<file path="src/hw/rtl/jsu_pkg.sv">
`default_nettype none

package jsu_pkg;

    localparam int unsigned MID_DEPTH = 2;
    localparam int unsigned OUT_DEPTH = 2;

    localparam logic [15:0] MAX_LENGTH_RESET = 16'hFFFF;
    localparam logic [16:0] COUNT_MAX        = 17'h1FFFF;

    localparam logic [15:0] CH_QUOTE   = 16'h0022;
    localparam logic [15:0] CH_BSLASH  = 16'h005C;
    localparam logic [15:0] CH_SLASH   = 16'h002F;
    localparam logic [15:0] CH_U       = 16'h0075;
    localparam logic [15:0] CH_B       = 16'h0062;
    localparam logic [15:0] CH_F       = 16'h0066;
    localparam logic [15:0] CH_N       = 16'h006E;
    localparam logic [15:0] CH_R       = 16'h0072;
    localparam logic [15:0] CH_T       = 16'h0074;
    localparam logic [15:0] CTRL_LIMIT = 16'h0020;

    localparam logic [15:0] SURR_HI_FIRST = 16'hD800;
    localparam logic [15:0] SURR_HI_LAST  = 16'hDBFF;
    localparam logic [15:0] SURR_LO_FIRST = 16'hDC00;
    localparam logic [15:0] SURR_LO_LAST  = 16'hDFFF;

    typedef enum logic [2:0] {
        PH_WAIT,
        PH_BODY,
        PH_ESC,
        PH_HEX,
        PH_LOW_BS,
        PH_LOW_U,
        PH_LOW_HEX
    } ph_t;

    typedef enum logic [3:0] {
        ST_GO          = 4'd0,
        ST_DONE        = 4'd1,
        ST_NOQUOTE     = 4'd2,
        ST_LONG        = 4'd3,
        ST_ENDS        = 4'd4,
        ST_CTRL        = 4'd5,
        ST_MALFORMED   = 4'd6,
        ST_LONE        = 4'd7,
        ST_UNSUPPORTED = 4'd8
    } st_t;

    typedef struct packed {
        logic        end_of_text;
        logic [15:0] unit;
        logic        is_quote;
        logic        is_bslash;
        logic        is_ctrl;
        logic        is_u;
        logic        is_hex;
        logic [3:0]  hex_val;
        logic        is_simple;
        logic [15:0] simple_unit;
    } item_t;

    typedef struct packed {
        logic [15:0] decoded_unit;
        logic        decoded_valid;
        st_t         status;
    } res_t;

endpackage

`default_nettype wire

</file>
<file path="src/hw/rtl/jsu_fifo.sv">
`default_nettype none

module jsu_fifo #(
    parameter int unsigned WIDTH = 8,
    parameter int unsigned DEPTH = 2
) (
    input  wire logic             clk,
    input  wire logic             rst_n,
    input  wire logic             push,
    input  wire logic [WIDTH-1:0] din,
    output logic                  full,
    input  wire logic             pop,
    output logic [WIDTH-1:0]      dout,
    output logic                  empty
);

    localparam int unsigned PW = $clog2(DEPTH);
    localparam int unsigned CW = $clog2(DEPTH + 1);
    localparam logic [PW-1:0] LAST_PTR   = PW'(DEPTH - 1);
    localparam logic [CW-1:0] FULL_COUNT = CW'(DEPTH);

    logic [WIDTH-1:0] mem_reg [DEPTH];
    logic [PW-1:0]    wr_ptr_reg;
    logic [PW-1:0]    wr_ptr_next;
    logic [PW-1:0]    rd_ptr_reg;
    logic [PW-1:0]    rd_ptr_next;
    logic [CW-1:0]    count_reg;
    logic [CW-1:0]    count_next;
    logic             do_push;
    logic             do_pop;

    assign full    = (count_reg == FULL_COUNT);
    assign empty   = (count_reg == '0);
    assign do_push = push && !full;
    assign do_pop  = pop && !empty;
    assign dout    = mem_reg[rd_ptr_reg];

    always_comb
    begin
        wr_ptr_next = wr_ptr_reg;
        rd_ptr_next = rd_ptr_reg;
        count_next  = count_reg;
        if (do_push)
        begin
            wr_ptr_next = (wr_ptr_reg == LAST_PTR) ? '0 : wr_ptr_reg + 1'b1;
        end
        if (do_pop)
        begin
            rd_ptr_next = (rd_ptr_reg == LAST_PTR) ? '0 : rd_ptr_reg + 1'b1;
        end
        if (do_push && !do_pop)
        begin
            count_next = count_reg + 1'b1;
        end
        else if (do_pop && !do_push)
        begin
            count_next = count_reg - 1'b1;
        end
    end

    always_ff @(posedge clk or negedge rst_n)
    begin
        if (!rst_n)
        begin
            wr_ptr_reg <= '0;
            rd_ptr_reg <= '0;
            count_reg  <= '0;
        end
        else
        begin
            wr_ptr_reg <= wr_ptr_next;
            rd_ptr_reg <= rd_ptr_next;
            count_reg  <= count_next;
        end
    end

    always_ff @(posedge clk)
    begin
        if (do_push)
        begin
            mem_reg[wr_ptr_reg] <= din;
        end
    end

endmodule

`default_nettype wire

</file>
<file path="src/hw/rtl/jsu_front.sv">
`default_nettype none

module jsu_front #(
    parameter int unsigned MID_DEPTH = jsu_pkg::MID_DEPTH
) (
    input  wire logic          clk,
    input  wire logic          rst_n,
    input  wire logic          push,
    output logic               full,
    input  wire logic [15:0]   code_unit,
    input  wire logic          end_of_text,
    output jsu_pkg::item_t     item,
    output logic               item_empty,
    input  wire logic          item_pop
);

    jsu_pkg::item_t cls;

    // Each code unit is tagged with everything the decoder needs to know about it.
    always_comb
    begin
        cls             = '0;
        cls.end_of_text = end_of_text;
        cls.unit        = code_unit;
        cls.is_quote    = (code_unit == jsu_pkg::CH_QUOTE);
        cls.is_bslash   = (code_unit == jsu_pkg::CH_BSLASH);
        cls.is_ctrl     = (code_unit < jsu_pkg::CTRL_LIMIT);
        cls.is_u        = (code_unit == jsu_pkg::CH_U);
        if (code_unit inside {[16'h0030:16'h0039]})
        begin
            cls.is_hex  = 1'b1;
            cls.hex_val = code_unit[3:0];
        end
        else if (code_unit inside {[16'h0041:16'h0046], [16'h0061:16'h0066]})
        begin
            cls.is_hex  = 1'b1;
            cls.hex_val = code_unit[3:0] + 4'd9;
        end
        case (code_unit)
            jsu_pkg::CH_QUOTE, jsu_pkg::CH_BSLASH, jsu_pkg::CH_SLASH:
            begin
                cls.is_simple   = 1'b1;
                cls.simple_unit = code_unit;
            end
            jsu_pkg::CH_B:
            begin
                cls.is_simple   = 1'b1;
                cls.simple_unit = 16'h0008;
            end
            jsu_pkg::CH_F:
            begin
                cls.is_simple   = 1'b1;
                cls.simple_unit = 16'h000C;
            end
            jsu_pkg::CH_N:
            begin
                cls.is_simple   = 1'b1;
                cls.simple_unit = 16'h000A;
            end
            jsu_pkg::CH_R:
            begin
                cls.is_simple   = 1'b1;
                cls.simple_unit = 16'h000D;
            end
            jsu_pkg::CH_T:
            begin
                cls.is_simple   = 1'b1;
                cls.simple_unit = 16'h0009;
            end
            default:
            begin
                cls.is_simple   = 1'b0;
                cls.simple_unit = '0;
            end
        endcase
    end

    jsu_fifo #(
        .WIDTH ($bits(jsu_pkg::item_t)),
        .DEPTH (MID_DEPTH)
    ) u_mid_queue (
        .clk   (clk),
        .rst_n (rst_n),
        .push  (push),
        .din   (cls),
        .full  (full),
        .pop   (item_pop),
        .dout  (item),
        .empty (item_empty)
    );

endmodule

`default_nettype wire

</file>
<file path="src/hw/rtl/jsu_back.sv">
`default_nettype none

module jsu_back (
    input  wire logic           clk,
    input  wire logic           rst_n,
    input  wire jsu_pkg::item_t item,
    input  wire logic           item_empty,
    output logic                item_pop,
    input  wire logic [15:0]    max_length,
    output jsu_pkg::res_t       res,
    output logic                res_push,
    input  wire logic           res_full
);

    jsu_pkg::ph_t phase_reg;
    jsu_pkg::ph_t phase_next;
    logic [15:0]  acc_reg;
    logic [15:0]  acc_next;
    logic [1:0]   cnt_reg;
    logic [1:0]   cnt_next;
    logic [16:0]  count_reg;
    logic [16:0]  count_next;
    logic [16:0]  count_bumped;

    logic         fire;
    logic         plain;
    logic         too_long;
    logic         digit_ok;
    logic         last_digit;
    logic [15:0]  acc_shift;
    logic         in_lo;
    logic         in_hi;

    assign fire         = !item_empty && !res_full;
    assign item_pop     = fire;
    assign res_push     = fire;
    assign count_bumped = (count_reg == jsu_pkg::COUNT_MAX) ? count_reg : count_reg + 1'b1;
    assign plain        = !item.end_of_text && !item.is_quote && !item.is_bslash
                          && !item.is_ctrl;
    assign too_long     = (count_reg > {1'b0, max_length});
    assign digit_ok     = !item.end_of_text && item.is_hex;
    assign last_digit   = (cnt_reg == 2'd3);
    assign acc_shift    = {acc_reg[11:0], item.hex_val};
    assign in_lo        = (acc_shift >= jsu_pkg::SURR_LO_FIRST)
                          && (acc_shift <= jsu_pkg::SURR_LO_LAST);
    assign in_hi        = (acc_shift >= jsu_pkg::SURR_HI_FIRST)
                          && (acc_shift <= jsu_pkg::SURR_HI_LAST);

    always_comb
    begin
        phase_next = phase_reg;
        acc_next   = acc_reg;
        cnt_next   = cnt_reg;
        count_next = count_reg;
        if (fire)
        begin
            case (phase_reg)
                jsu_pkg::PH_BODY:
                begin
                    if (plain)
                    begin
                        count_next = count_bumped;
                    end
                    else if (too_long || item.end_of_text || !item.is_bslash)
                    begin
                        phase_next = jsu_pkg::PH_WAIT;
                    end
                    else
                    begin
                        phase_next = jsu_pkg::PH_ESC;
                    end
                end
                jsu_pkg::PH_ESC:
                begin
                    if (item.end_of_text)
                    begin
                        phase_next = jsu_pkg::PH_WAIT;
                    end
                    else if (item.is_simple)
                    begin
                        phase_next = jsu_pkg::PH_BODY;
                        count_next = count_bumped;
                    end
                    else if (item.is_u)
                    begin
                        phase_next = jsu_pkg::PH_HEX;
                        acc_next   = '0;
                        cnt_next   = '0;
                    end
                    else
                    begin
                        phase_next = jsu_pkg::PH_WAIT;
                    end
                end
                jsu_pkg::PH_HEX, jsu_pkg::PH_LOW_HEX:
                begin
                    if (!digit_ok)
                    begin
                        phase_next = jsu_pkg::PH_WAIT;
                    end
                    else
                    begin
                        acc_next = acc_shift;
                        if (!last_digit)
                        begin
                            cnt_next = cnt_reg + 1'b1;
                        end
                        else
                        begin
                            cnt_next = '0;
                            if (phase_reg == jsu_pkg::PH_HEX)
                            begin
                                if (in_lo)
                                begin
                                    phase_next = jsu_pkg::PH_WAIT;
                                end
                                else
                                begin
                                    phase_next = in_hi ? jsu_pkg::PH_LOW_BS : jsu_pkg::PH_BODY;
                                    count_next = count_bumped;
                                end
                            end
                            else if (!in_lo)
                            begin
                                phase_next = jsu_pkg::PH_WAIT;
                            end
                            else
                            begin
                                phase_next = jsu_pkg::PH_BODY;
                                count_next = count_bumped;
                            end
                        end
                    end
                end
                jsu_pkg::PH_LOW_BS:
                begin
                    if (!item.end_of_text && item.is_bslash)
                    begin
                        phase_next = jsu_pkg::PH_LOW_U;
                    end
                    else
                    begin
                        phase_next = jsu_pkg::PH_WAIT;
                    end
                end
                jsu_pkg::PH_LOW_U:
                begin
                    if (!item.end_of_text && item.is_u)
                    begin
                        phase_next = jsu_pkg::PH_LOW_HEX;
                        acc_next   = '0;
                        cnt_next   = '0;
                    end
                    else
                    begin
                        phase_next = jsu_pkg::PH_WAIT;
                    end
                end
                default:
                begin
                    if (!item.end_of_text && item.is_quote)
                    begin
                        phase_next = jsu_pkg::PH_BODY;
                        count_next = '0;
                        acc_next   = '0;
                        cnt_next   = '0;
                    end
                    else
                    begin
                        phase_next = jsu_pkg::PH_WAIT;
                    end
                end
            endcase
        end
    end

    always_comb
    begin
        res.decoded_unit  = '0;
        res.decoded_valid = 1'b0;
        res.status        = jsu_pkg::ST_GO;
        case (phase_reg)
            jsu_pkg::PH_BODY:
            begin
                if (plain)
                begin
                    res.decoded_unit  = item.unit;
                    res.decoded_valid = 1'b1;
                end
                else if (too_long)
                begin
                    res.status = jsu_pkg::ST_LONG;
                end
                else if (item.end_of_text)
                begin
                    res.status = jsu_pkg::ST_ENDS;
                end
                else if (item.is_quote)
                begin
                    res.status = jsu_pkg::ST_DONE;
                end
                else if (!item.is_bslash)
                begin
                    res.status = jsu_pkg::ST_CTRL;
                end
            end
            jsu_pkg::PH_ESC:
            begin
                if (item.end_of_text)
                begin
                    res.status = jsu_pkg::ST_ENDS;
                end
                else if (item.is_simple)
                begin
                    res.decoded_unit  = item.simple_unit;
                    res.decoded_valid = 1'b1;
                end
                else if (!item.is_u)
                begin
                    res.status = jsu_pkg::ST_UNSUPPORTED;
                end
            end
            jsu_pkg::PH_HEX:
            begin
                if (!digit_ok)
                begin
                    res.status = jsu_pkg::ST_MALFORMED;
                end
                else if (last_digit)
                begin
                    if (in_lo)
                    begin
                        res.status = jsu_pkg::ST_LONE;
                    end
                    else
                    begin
                        res.decoded_unit  = acc_shift;
                        res.decoded_valid = 1'b1;
                    end
                end
            end
            jsu_pkg::PH_LOW_HEX:
            begin
                if (!digit_ok)
                begin
                    res.status = jsu_pkg::ST_LONE;
                end
                else if (last_digit)
                begin
                    if (!in_lo)
                    begin
                        res.status = jsu_pkg::ST_LONE;
                    end
                    else
                    begin
                        res.decoded_unit  = acc_shift;
                        res.decoded_valid = 1'b1;
                    end
                end
            end
            jsu_pkg::PH_LOW_BS:
            begin
                if (item.end_of_text || !item.is_bslash)
                begin
                    res.status = jsu_pkg::ST_LONE;
                end
            end
            jsu_pkg::PH_LOW_U:
            begin
                if (item.end_of_text || !item.is_u)
                begin
                    res.status = jsu_pkg::ST_LONE;
                end
            end
            default:
            begin
                if (item.end_of_text || !item.is_quote)
                begin
                    res.status = jsu_pkg::ST_NOQUOTE;
                end
            end
        endcase
    end

    always_ff @(posedge clk or negedge rst_n)
    begin
        if (!rst_n)
        begin
            phase_reg <= jsu_pkg::PH_WAIT;
            acc_reg   <= '0;
            cnt_reg   <= '0;
            count_reg <= '0;
        end
        else
        begin
            phase_reg <= phase_next;
            acc_reg   <= acc_next;
            cnt_reg   <= cnt_next;
            count_reg <= count_next;
        end
    end

endmodule

`default_nettype wire

</file>
<file path="src/hw/rtl/json_string_unescaper.sv">
// Decodes a JSON string literal given as UTF-16 code units, one unit per request.
// Input channel: drive code_unit and end_of_text with push high; the request is
// taken at a rising edge where full is low. Every request yields exactly one
// result (decoded_unit, decoded_valid, status) in the result queue.
// Result channel: while empty is low the oldest result is on the ports; pop high
// at a rising edge takes it.
// A taken request is registered in the classifier queue; the decoder step then
// moves its result into the result queue. Throughput is one request per cycle
// while the result queue is not full, set by the decoder step between the queues.
// Configuration: max_length is written through cfg_valid/cfg_ready/cfg_data;
// cfg_ready is always high. Write it only while no request is in flight.
// Reset clears both queues, sets max_length to 65535 and puts the decoder in its
// wait-for-opening-quote state.
// When the receiver stalls, the result queue fills, then the classifier queue,
// and full rises; nothing is lost or duplicated, and once pop resumes, full drops
// again when the freed result slot lets the decoder step pop the classifier queue.
`default_nettype none

module json_string_unescaper #(
    parameter int unsigned MID_DEPTH = jsu_pkg::MID_DEPTH,
    parameter int unsigned OUT_DEPTH = jsu_pkg::OUT_DEPTH
) (
    input  wire logic        clk,
    input  wire logic        rst_n,
    input  wire logic        push,
    output logic             full,
    input  wire logic [15:0] code_unit,
    input  wire logic        end_of_text,
    output logic             empty,
    input  wire logic        pop,
    output logic [15:0]      decoded_unit,
    output logic             decoded_valid,
    output logic [3:0]       status,
    input  wire logic        cfg_valid,
    output logic             cfg_ready,
    input  wire logic [15:0] cfg_data
);

    logic [15:0]    max_length_reg;
    logic [15:0]    max_length_next;
    jsu_pkg::item_t item;
    logic           item_empty;
    logic           item_pop;
    jsu_pkg::res_t  res;
    logic           res_push;
    logic           res_full;
    jsu_pkg::res_t  res_head;

    assign cfg_ready       = 1'b1;
    assign max_length_next = (cfg_valid && cfg_ready) ? cfg_data : max_length_reg;

    always_ff @(posedge clk or negedge rst_n)
    begin
        if (!rst_n)
        begin
            max_length_reg <= jsu_pkg::MAX_LENGTH_RESET;
        end
        else
        begin
            max_length_reg <= max_length_next;
        end
    end

    jsu_front #(
        .MID_DEPTH (MID_DEPTH)
    ) u_front (
        .clk         (clk),
        .rst_n       (rst_n),
        .push        (push),
        .full        (full),
        .code_unit   (code_unit),
        .end_of_text (end_of_text),
        .item        (item),
        .item_empty  (item_empty),
        .item_pop    (item_pop)
    );

    jsu_back u_back (
        .clk        (clk),
        .rst_n      (rst_n),
        .item       (item),
        .item_empty (item_empty),
        .item_pop   (item_pop),
        .max_length (max_length_reg),
        .res        (res),
        .res_push   (res_push),
        .res_full   (res_full)
    );

    jsu_fifo #(
        .WIDTH ($bits(jsu_pkg::res_t)),
        .DEPTH (OUT_DEPTH)
    ) u_out_queue (
        .clk   (clk),
        .rst_n (rst_n),
        .push  (res_push),
        .din   (res),
        .full  (res_full),
        .pop   (pop),
        .dout  (res_head),
        .empty (empty)
    );

    assign decoded_unit  = res_head.decoded_unit;
    assign decoded_valid = res_head.decoded_valid;
    assign status        = res_head.status;

endmodule

`default_nettype wire
</file>
<file path="config.mk">
export PLATFORM = sky130hd
export DESIGN_NAME = json_string_unescaper
export DESIGN_NICKNAME = d
export VERILOG_FILES = /design/src/hw/rtl/jsu_pkg.sv /design/src/hw/rtl/jsu_fifo.sv /design/src/hw/rtl/jsu_front.sv /design/src/hw/rtl/jsu_back.sv /design/src/hw/rtl/json_string_unescaper.sv
export SDC_FILE = /design/constraint.sdc
export NUM_CORES = 1
export LEC_CHECK = 0
export BUFFER_PORTS_ARGS = -buffer_cell sky130_fd_sc_hd__buf_2
export CORE_ASPECT_RATIO = 0.9
export CORE_UTILIZATION = 67
export CTS_BUF_LIST = sky130_fd_sc_hd__clkbuf_4
export DETAILED_ROUTE_END_ITERATION = 10
export MAX_ROUTING_LAYER = met4
export PLACE_DENSITY_LB_ADDON = 0.15
export SLEW_MARGIN = 15
export SYNTH_ARGS = -nofsm -noshare
export SYNTH_HDL_FRONTEND = slang
export SYNTH_SLANG_ARGS = --single-unit
</file>
<file path="constraint.sdc">
create_clock -name clk -period 8.05 [get_ports clk]
set_clock_uncertainty 0.15 [all_clocks]
set_input_delay 0 -clock clk [delete_from_list [all_inputs] [get_ports clk]]
set_output_delay 0 -clock clk [all_outputs]
set_load 0.03 [all_outputs]
</file>
==> impl.org, run 1 <==
** STA
- Final worst-path cycle share :: 50.83%
- RSZ-0062 raised after global routing :: no
- After routing, the total negative slack on setup checks comes to 0 ns.
- For the finished layout, the period the worst path requires is 4.091 ns.
- Setup violations remaining at the end of the flow were counted as 0.
- Post-route worst setup slack :: 3.959 ns
- Worst Max-Slew Pin Slew :: 1.067 ns
- The total count of max-transition violations in the final report is 0.
- Derived from the worst setup path, the maximum achievable clock frequency is 244.4 MHz.
- Final hold viol count :: 0
- Measured against its own limit, the worst slew margin works out to 28.90%.

** Setup path
- The worst setup path is captured at a flip-flop.
- Element type at the critical path start :: flip-flop
- Of all nets on the critical path, the largest fanout is 50.
- Crit path max-delay family :: simple AND/OR/NAND/NOR gates
- The slowest stage of the critical path belongs to the cell or2_1.
- Traced cell by cell, the critical path runs through buf_4, nor2b_1, a22oi_1, mux2i_1, nand4_1, or2_1, o31ai_1.
- By startpoint and endpoint, the worst setup path is classified as reg -> reg.
- Crit path arrival time :: 4.38 ns
- Buffers and inverters on the worst path :: 1
- Peak per-stage delay on the critical path :: 0.73 ns
- At the worst endpoint, the required time is 8.34 ns.

** Clock tree
- Clock H-tree levels :: 4
- At the later pin of the worst-skew pair, clock insertion delay measures 0.56 ns.
- TritonCTS built the clock tree.
- Hold_buf cts :: 81
- After clock tree synthesis, the clock-pin slew on the worst setup and hold paths is 0.15 ns.
- Number of buffers inserted by post-CTS setup repair :: 0
- Once the clock tree was built, the resizer swapped 0 gates to a different size.
- The tree is rooted in a clkbuf_4.
- CTS buffer count :: 17
- CTS saw 186 sinks.
- In this run the deepest clock path goes through 2 buffers.

** Yosys
- Count of state elements after synthesis :: 186
- Fraction of synthesis flops using an asynchronous set or reset pin :: 31.18%
- The synthesized design contains 128 enable-type register cells.
- Sequential cells were found to cover 60.35% of the synthesized design area.
- Warnings from Yosys :: 0
- Syn Inst Count :: 715
- Area of the mapped netlist :: 8807 um2
- Netlist cell types :: 65
- Avg Synthesized Cell Area :: 12.32 um2
- The most used flip-flop cell after synthesis is edfxtp_1.

** Power and ir drop
- Leakage :: 4.270 nW
- Across the VDD grid, the largest voltage drop is 172.2 uV.
- P per Cell Area :: 291.2 nW/um2

** Global route
- In the global route stage, overall resource usage came out at 33.95%.
- The first global-routing pass estimated 33.53 mm of wire.
- Vias in the first global route :: 6474
- The initial antenna violation count was 0.
- Largest net degree at the start of global routing :: 59
- The total overflow left after global routing is 0.

** Drt
- Dividing the detail-routed via count by the number of cells gives 6.226.
- For this block, the routed nets add up to 20.86 mm of wire.
- The first detailed-routing pass took 5 iterations.
- Drt initial violations :: 777
- Residual DRC :: 0
- Total vias in the final route :: 6488
- In this run the remaining antenna-violating nets after routing total 0.
- Average wire per standard cell :: 20.02 um

** Status
- The flow ran to the end, and the final reports show no timing, DRC or antenna violations.

** Die
- Height of the die :: 110.8 um
- Floorplan Core Area :: 12740 um2
- 62 I/O pins were placed.
- Initial Util :: 69.15%
- The die covers 13610 um2.
- The initialized floorplan defines 39 standard-cell rows.
- Die width :: 122.9 um

** Layout
- Nets :: 929
- The area growth from synthesis to layout is 17.96%.
- Share of layout cells above drive strength 1 :: 16.97%
- 0 antenna diodes ended up in the layout.
- Max FFs per register :: 86

** Placed design
- Count of port buffers added during placement :: 60
- After legalization and detailed placement, the total HPWL measured 12.75 mm.
- Placement Setup Slack :: 4.285 ns
- At the end of routability-driven placement, the weighted congestion stood at 0.8745.

** Job
- Across the run, the number of max-cap violations was 0.

** Min path
- Worst Hold Class :: in -> reg
-- power breakdown --
| part | switching, mW | total, mW | internal (mW) | leakage (nW) |
|---|---|---|---|---|
| Sequential | 0.111 | 1.43 | 1.32 | 1.95 |
| Combinational | 0.671 | 1.06 | 0.387 | 2.16 |
| Clock | 0.315 | 0.540 | 0.225 | 0.162 |
-- path summary, 6_finish.rpt --
path | slack, ns | start | end | depth (start not counted)
max reg2reg | 3.96 | u_front.u_mid_queue.rd_ptr_reg | u_back.count_reg[8] | 7
max | 3.96 | u_front.u_mid_queue.rd_ptr_reg | u_back.count_reg[8] | 7
max in group asynchronous | 6.70 | rst_n | u_front.u_mid_queue.rd_ptr_reg | 4
min in group asynchronous | 0.50 | rst_n | u_front.u_mid_queue.count_reg[0] | 4
min | 0.04 | code_unit[13] | u_front.u_mid_queue.mem_reg[1][39] | 2
min reg2reg | 0.36 | u_out_queue.wr_ptr_reg | u_out_queue.wr_ptr_reg | 1
-- final cells by class --
type | count | area (um2)
multi-input combinational | 479 | 3288
fill | 734 | 2347
timing repair buffer | 146 | 1149
sequential | 186 | 5316
clock buffer | 20 | 150.1
clock inverter | 12 | 148.9
tap | 164 | 205.2
inverter | 35 | 131.4
-- cell usage after synthesis, types with 9 or more instances --
master / count / area, um2
a21o_1: 14 / 105.1
nand3_1: 19 / 95.09
clkbuf_1: 17 / 63.81
nor2_1: 42 / 157.7
nand2_1: 46 / 172.7
o31ai_1: 16 / 120.1
mux2i_1: 41 / 410.4
and3_1: 12 / 75.07
ha_1: 26 / 325.3
nor2b_1: 9 / 56.30
edfxtp_1: 128 / 3844
nor3_1: 12 / 60.06
mux2_2: 25 / 281.5
inv_1: 35 / 131.4
o21ai_0: 49 / 245.2
a21oi_1: 18 / 90.09
o22ai_1: 16 / 100.1
a22o_1: 14 / 122.6
dfrtp_1: 42 / 1051
dfstp_2: 16 / 420.4
-- metrics by stage --
step | hold WS, ns | util, % | total power, mW | cell area [um2] | cells
final | 0.04295 | 81.57 | 3.026 | 10390 | 1042
after global routing | 0.007689 | 81.57 | 3.176 | 10390 | 1042
after CTS | 0.004399 | 81.57 | 3.012 | 10390 | 1042
after detailed placement | 0.04214 | 72.86 | 2.448 | 9279 | 929
after global placement | 0.02518 | 72.86 | 2.414 | 9279 | 929
after floorplan | -0.4456 | - | 2.186 | 8871 | 732
-- cells in the final DEF, fill, tap and decap left out, types with 4 or more instances in the layout --
cell type	n
o21ai_0	49
mux2i_1	41
o22a_1	5
xor2_1	4
dfstp_2	16
nor3_1	12
nor2_1	41
clkinv_2	4
xnor2_1	7
a31oi_1	5
nand3_1	19
a21oi_1	18
dfrtp_1	41
nand4_1	5
nor2b_1	9
a21o_1	14
edfxtp_1	128
o2bb2ai_1	4
o31ai_1	16
o21a_1	5
clkbuf_4	20
conb_1	19
o22ai_1	16
o21ai_1	5
ha_1	26
buf_4	5
and3_1	11
buf_2	60
mux2_2	25
dlygate4sd3_1	81
inv_1	35
a22o_1	14
and2_1	4
nand2_1	46
nand2b_1	8
-- logic make-up after synthesis --
family,count (synthesis),share of synthesized area [%]
XOR/XNOR,11,1.094
multiplexers,67,8.012
flip-flops,186,60.35
AO/OA/AOI/OAI,177,13.48
AND/OR/NAND/NOR,178,10.03
buffers and inverters,67,3.140
other,2,0.08527
adder cells (fa/ha/maj),27,3.807
-- per-layer routing --
metal	vias to the layer above	wire length [um]	track usage [%]
li1	2976	-	-
met4	0	401	11.95
met2	364	9817	50.56
met5	-	0	-
met1	3104	8738	45.92
met3	44	1898	7.922
No activity file was read; power rests on OpenSTA's default activity.
==> run 2: changes to the inputs <==
--- a/config.mk
+++ b/config.mk
@@ -5,9 +5,10 @@
 export SDC_FILE = /design/constraint.sdc
 export NUM_CORES = 1
 export LEC_CHECK = 0
+export ABC_AREA = 1
 export BUFFER_PORTS_ARGS = -buffer_cell sky130_fd_sc_hd__buf_2
 export CORE_ASPECT_RATIO = 0.9
-export CORE_UTILIZATION = 67
+export CORE_UTILIZATION = 57
 export CTS_BUF_LIST = sky130_fd_sc_hd__clkbuf_4
 export DETAILED_ROUTE_END_ITERATION = 10
 export MAX_ROUTING_LAYER = met4
==> constraint.sdc (replaced) <==
create_clock -name clk -period 3.3 [get_ports clk]
set_clock_uncertainty 0.15 [all_clocks]
set_input_delay 0 -clock clk [delete_from_list [all_inputs] [get_ports clk]]
set_output_delay 0 -clock clk [all_outputs]
set_load 0.03 [all_outputs]
==> run 2 against run 1 <==
Clock power up 100%. Die area grew 21%. First-iteration DRC count fell by 33%. Critical path depth is 1 higher. Cell count grew 27%. Synthesized cell count up 31%. Count of clock-buffer cells in the layout fell by 2. Non-clock buffer count increased by 18. Power rose by 140%. Synthesized area grew 3.3%. Via count rose by 7.1%. Critical path type unchanged. Largest cell class unchanged. Largest power group unchanged. Highest routed layer unchanged.
==> impl.org, run 2 <==
** Status
- Result of the run :: finished clean

** Global route
- The global-route wire length before repair was 31.79 mm (-5.2%).
- The maximum number of pins on one net before global-route repair came to 44 (-25%).
- The number of global-route vias before repair came to 6267 (-3.2%).
- Total congestion overflow :: 0 (unchanged)
- Initial antenna violation count :: 1 (+1)
- Total global-route track usage :: 26.47% (-7.5 points)

** Die
- Initial Util :: 58.74% (-10 points)
- The width of the die was 135.2 um (+10%).
- The area of the core region was 15490 um2 (+22%).
- The number of top-level pins is 62 (unchanged).
- Floorplan die area :: 16480 um2 (+21%)
- Height of the die :: 121.9 um (+10%)
- The number of standard-cell rows in the floorplan is 43 (+10%).

** Layout
- The number of nets in the final layout was 1175 (+26%).
- The storage element area came to 5316 um2 (unchanged).
- The footprint of the multi-input gates came to 3448 um2 (+4.9%).
- The utilization after layout was 70.14% (-11 points).
- The top cell types in the final layout, fill and taps aside, are 307 x nand2_1, 128 x edfxtp_1, 94 x dlygate4sd3_1.
- Layout overhead on the synthesized area :: 19.41%
- The proportion of layout cells with a drive suffix above 1 was 14.07% (-2.9 points).
- The number of filler instances in the final layout was 1190 (+62%).
- The library cell used most frequently in the layout, excluding fill and tap cells, is nand2_1.
- The flip-flop count of the largest register, all copies and words added was 86 (unchanged).

** Setup path
- The arrival time reported for the critical path endpoint is 2.85 ns (-1.53 ns).
- Crit path kind :: reg -> reg
- Element type at the critical path start :: flip-flop
- Worst R2R Path Depth :: 8 (+1)
- The setup slack of the most critical reg-to-reg path was 0.60 ns (-3.36 ns).
- STA classifies the critical path endpoint as a flip-flop.
- Required arrival time at the worst endpoint :: 3.46 ns (-4.88 ns)
- End point of the critical path :: u_out_queue.mem_reg[1][10]
- The largest fanout on the critical path was 33 (-34%).
- Endpoint of the lowest-slack register-to-register path :: u_out_queue.mem_reg[1][10]
- The worst register-to-register path begins at u_front.u_mid_queue.rd_ptr_reg.
- Source of the critical timing path :: u_front.u_mid_queue.rd_ptr_reg

** Clock tree
- The clock transition at the register clock pins on the worst setup and hold paths after CTS came to 0.14 ns (about the same).
- The tree is rooted in a clkbuf_4.
- Clock H-tree levels :: 4 (unchanged)
- CTS tree :: done
- Number of sinks driven by the clock tree :: 186 (unchanged)
- The number of CTS-inserted buffers came to 17 (unchanged).
- Max Root-Sink Buffers :: 2 (unchanged)
- Clock Latency Late Sink :: 0.57 ns (about the same)
- Number of buffers inserted by post-CTS setup repair :: 0 (unchanged)

** STA
- Final TNS setup :: 0 ns (unchanged)
- Final worst-path cycle share :: 81.72% (+31 points)
- Setup repair after global routing left no endpoint under its margin.
- The total count of max-transition violations in the final report came to 0 (unchanged).
- Min Tclk post-route :: 2.697 ns (-1.395 ns)
- The top achievable clock speed came to 370.8 MHz (+52%).
- Worst hold margin :: 0.08394 ns (+0.04099 ns)
- Worst Max-Slew Pin Slew :: 0.7244 ns (-0.3421 ns)
- The worst setup slack after layout came to 0.6034 ns (-3.355 ns).
- The count of final hold-check violations was 0 (unchanged).
- The headroom to the max-slew limit came to 51.59% (+23 points).
- The total of endpoints with negative setup slack in the final report is 0 (unchanged).

** Yosys
- The area of the mapped netlist is 9101 um2 (+3.3%).
- The count of state elements after synthesis is 186 (unchanged).
- Seq/Total Area, Yosys :: 58.40% (-1.9 points)
- Count leader, synth :: nand2_1
- Syn Inst Count :: 936 (+31%)
- Netlist cell types :: 50 (-23%)
- Post-synth top flop :: edfxtp_1
- Avg Synthesized Cell Area :: 9.724 um2 (-21%)
- Top-area cell type share of the netlist area :: 42.23% (-1.4 points)
- Post-synth EDFFs :: 128 (unchanged)
- Fraction of synthesis flops using an asynchronous set or reset pin :: 31.18% (unchanged)
- Summed over all instances, the cell type with the most area after synthesis is edfxtp_1.
- Ranked by instance count, the synthesized netlist is headed by 307 x nand2_1, 128 x edfxtp_1, 69 x inv_1.
- The total number of yosys warnings came to 0 (unchanged).
- Sorting the synthesized cells by area gives the leading types as edfxtp_1 42%, nand2_1 13%, dfrtp_1 12%.

** Drt
- The via count is 6950 (+7.1%).
- The wire length on met1 is 9.600 mm (+9.9%).
- The iteration-0 DRC count of the detailed router was 520 (-33%).
- Average wire per standard cell :: 14.86 um (-26%)
- Number of nets with antenna violations after detailed routing :: 0 (unchanged)
- The amount of wire on met3 after detailed routing came to 1.425 mm (-25%).
- The wire length on met2 came to 8.521 mm (-13%).
- Residual DRC :: 0 (unchanged)
- Drt first pass iters :: 7 (+2)
- Final Routed Wirelength :: 19.71 mm (-5.5%)
- The detailed router used layers up to and including met4.
- The number of vias per cell came to 5.241 (-16%).

** Power and ir drop
- The largest voltage drop on the vdd net is 626.8 uV (+260%).
- The power density relative to cell area is 669.8 nW/um2 (+130%).
- Leakage :: 4.723 nW (+11%)
- The power consumption was 7.279 mW (+140%).

** Job
- The total of max-cap violations was 0 (unchanged).

** Placed design
- The routability congestion estimate from global placement came to 0.8879 (+1.5%).
- Count of port buffers added during placement :: 60 (unchanged)
- The placed wire-length estimate after detailed placement was 12.96 mm (+1.7%).
- The worst slack after detailed placement was 0.6236 ns (-3.661 ns).

** Min path
- Worst Hold Class :: in -> reg
-- run 2: cell types whose count changed after synthesis, sizes merged, moves of 9 or more --
cell	before	now
nand2	46	315
inv	35	76
nand3	19	58
nor2	42	68
mux2	25	1
mux2i	42	20
o31ai	16	0
a22o	15	0
o22ai	16	2
a21o	14	1
and3	12	2
xor2	4	14
nor2b	9	0
-- run 2: worst min path at each step --
stage	startpoint	to	cells after the start
final	code_unit[6]	u_front.u_mid_queue.mem_reg[1][32]	2
after global routing	code_unit[6]	u_front.u_mid_queue.mem_reg[1][32]	2
after CTS	code_unit[6]	u_front.u_mid_queue.mem_reg[1][32]	2
after detailed placement	rst_n	u_back.count_reg[11]	1
after global placement	end_of_text	u_front.u_mid_queue.mem_reg[1][42]	1
after floorplan	rst_n	u_back.acc_reg[0]	0
-- run 2: what timing repair did --
action / CTS / global route
endpoints found under the hold margin: 134 / 0
setup endpoints to repair: 0 / 0
hold buffers: 95 / 0
resized for setup: 0 / 0
-- run 2: routing by layer --
layer	vias up	track usage [%]
met5	-	-
met4	0	7.093
met3	14	4.911
met2	244	37.82
met1	3192	38.87
li1	3500	-
-- run 2: layout make-up --
class / count / area share [%]
clock inverters: 13 / 0.8865
repair buffers: 164 / 12.23
flip-flops and latches: 186 / 48.92
diodes: 1 / 0.02303
clock buffers: 18 / 1.243
inverters: 76 / 2.648
well taps: 202 / 2.326
multi-input cells: 666 / 31.73
-- run 2: cell families (layout without fill, tap and decap cells) --
logic type               Yosys count  after routing  share of synthesized area, %
flip-flops                       186            186                         58.40
buffers and inverters            101            271                         4.633
other                              2             20                       0.08252
adder cells (fa/ha/maj)           26             26                         3.574
multiplexers                      21             21                         2.323
XOR/XNOR                          17             17                         1.636
AO/OA/AOI/OAI                     95             95                         6.310
AND/OR/NAND/NOR                  488            488                         23.04
-- run 2: report_power, final --
part	internal [mW]	leakage, nW	total, mW	switching [mW]
clock network	0.308	0.117	1.08	0.771
logic	0.811	2.65	2.79	1.98
registers	3.20	1.95	3.41	0.209
total	4.32	4.72	7.28	2.96
-- run 2: stage by stage --
| stage | instances | area [um2] |
|---|---|---|
| 5_1_grt | 1326 | 10870 |
| 3_3_place_gp | 1199 | 9673 |
| 2_1_floorplan | 953 | 9165 |
| 3_5_place_dp | 1199 | 9673 |
| 4_1_cts | 1325 | 10870 |
| 6_report | 1326 | 10870 |
-- run 2: critical path, cell delays in order (launching register included) --
cell     delay (ns)
dfrtp_2        0.54
buf_4          0.32
or2_2          0.36
o21ai_2        0.10
nor2_1         0.10
inv_1          0.41
a21oi_1        0.08
a21oi_1        0.26
nand2_1        0.12
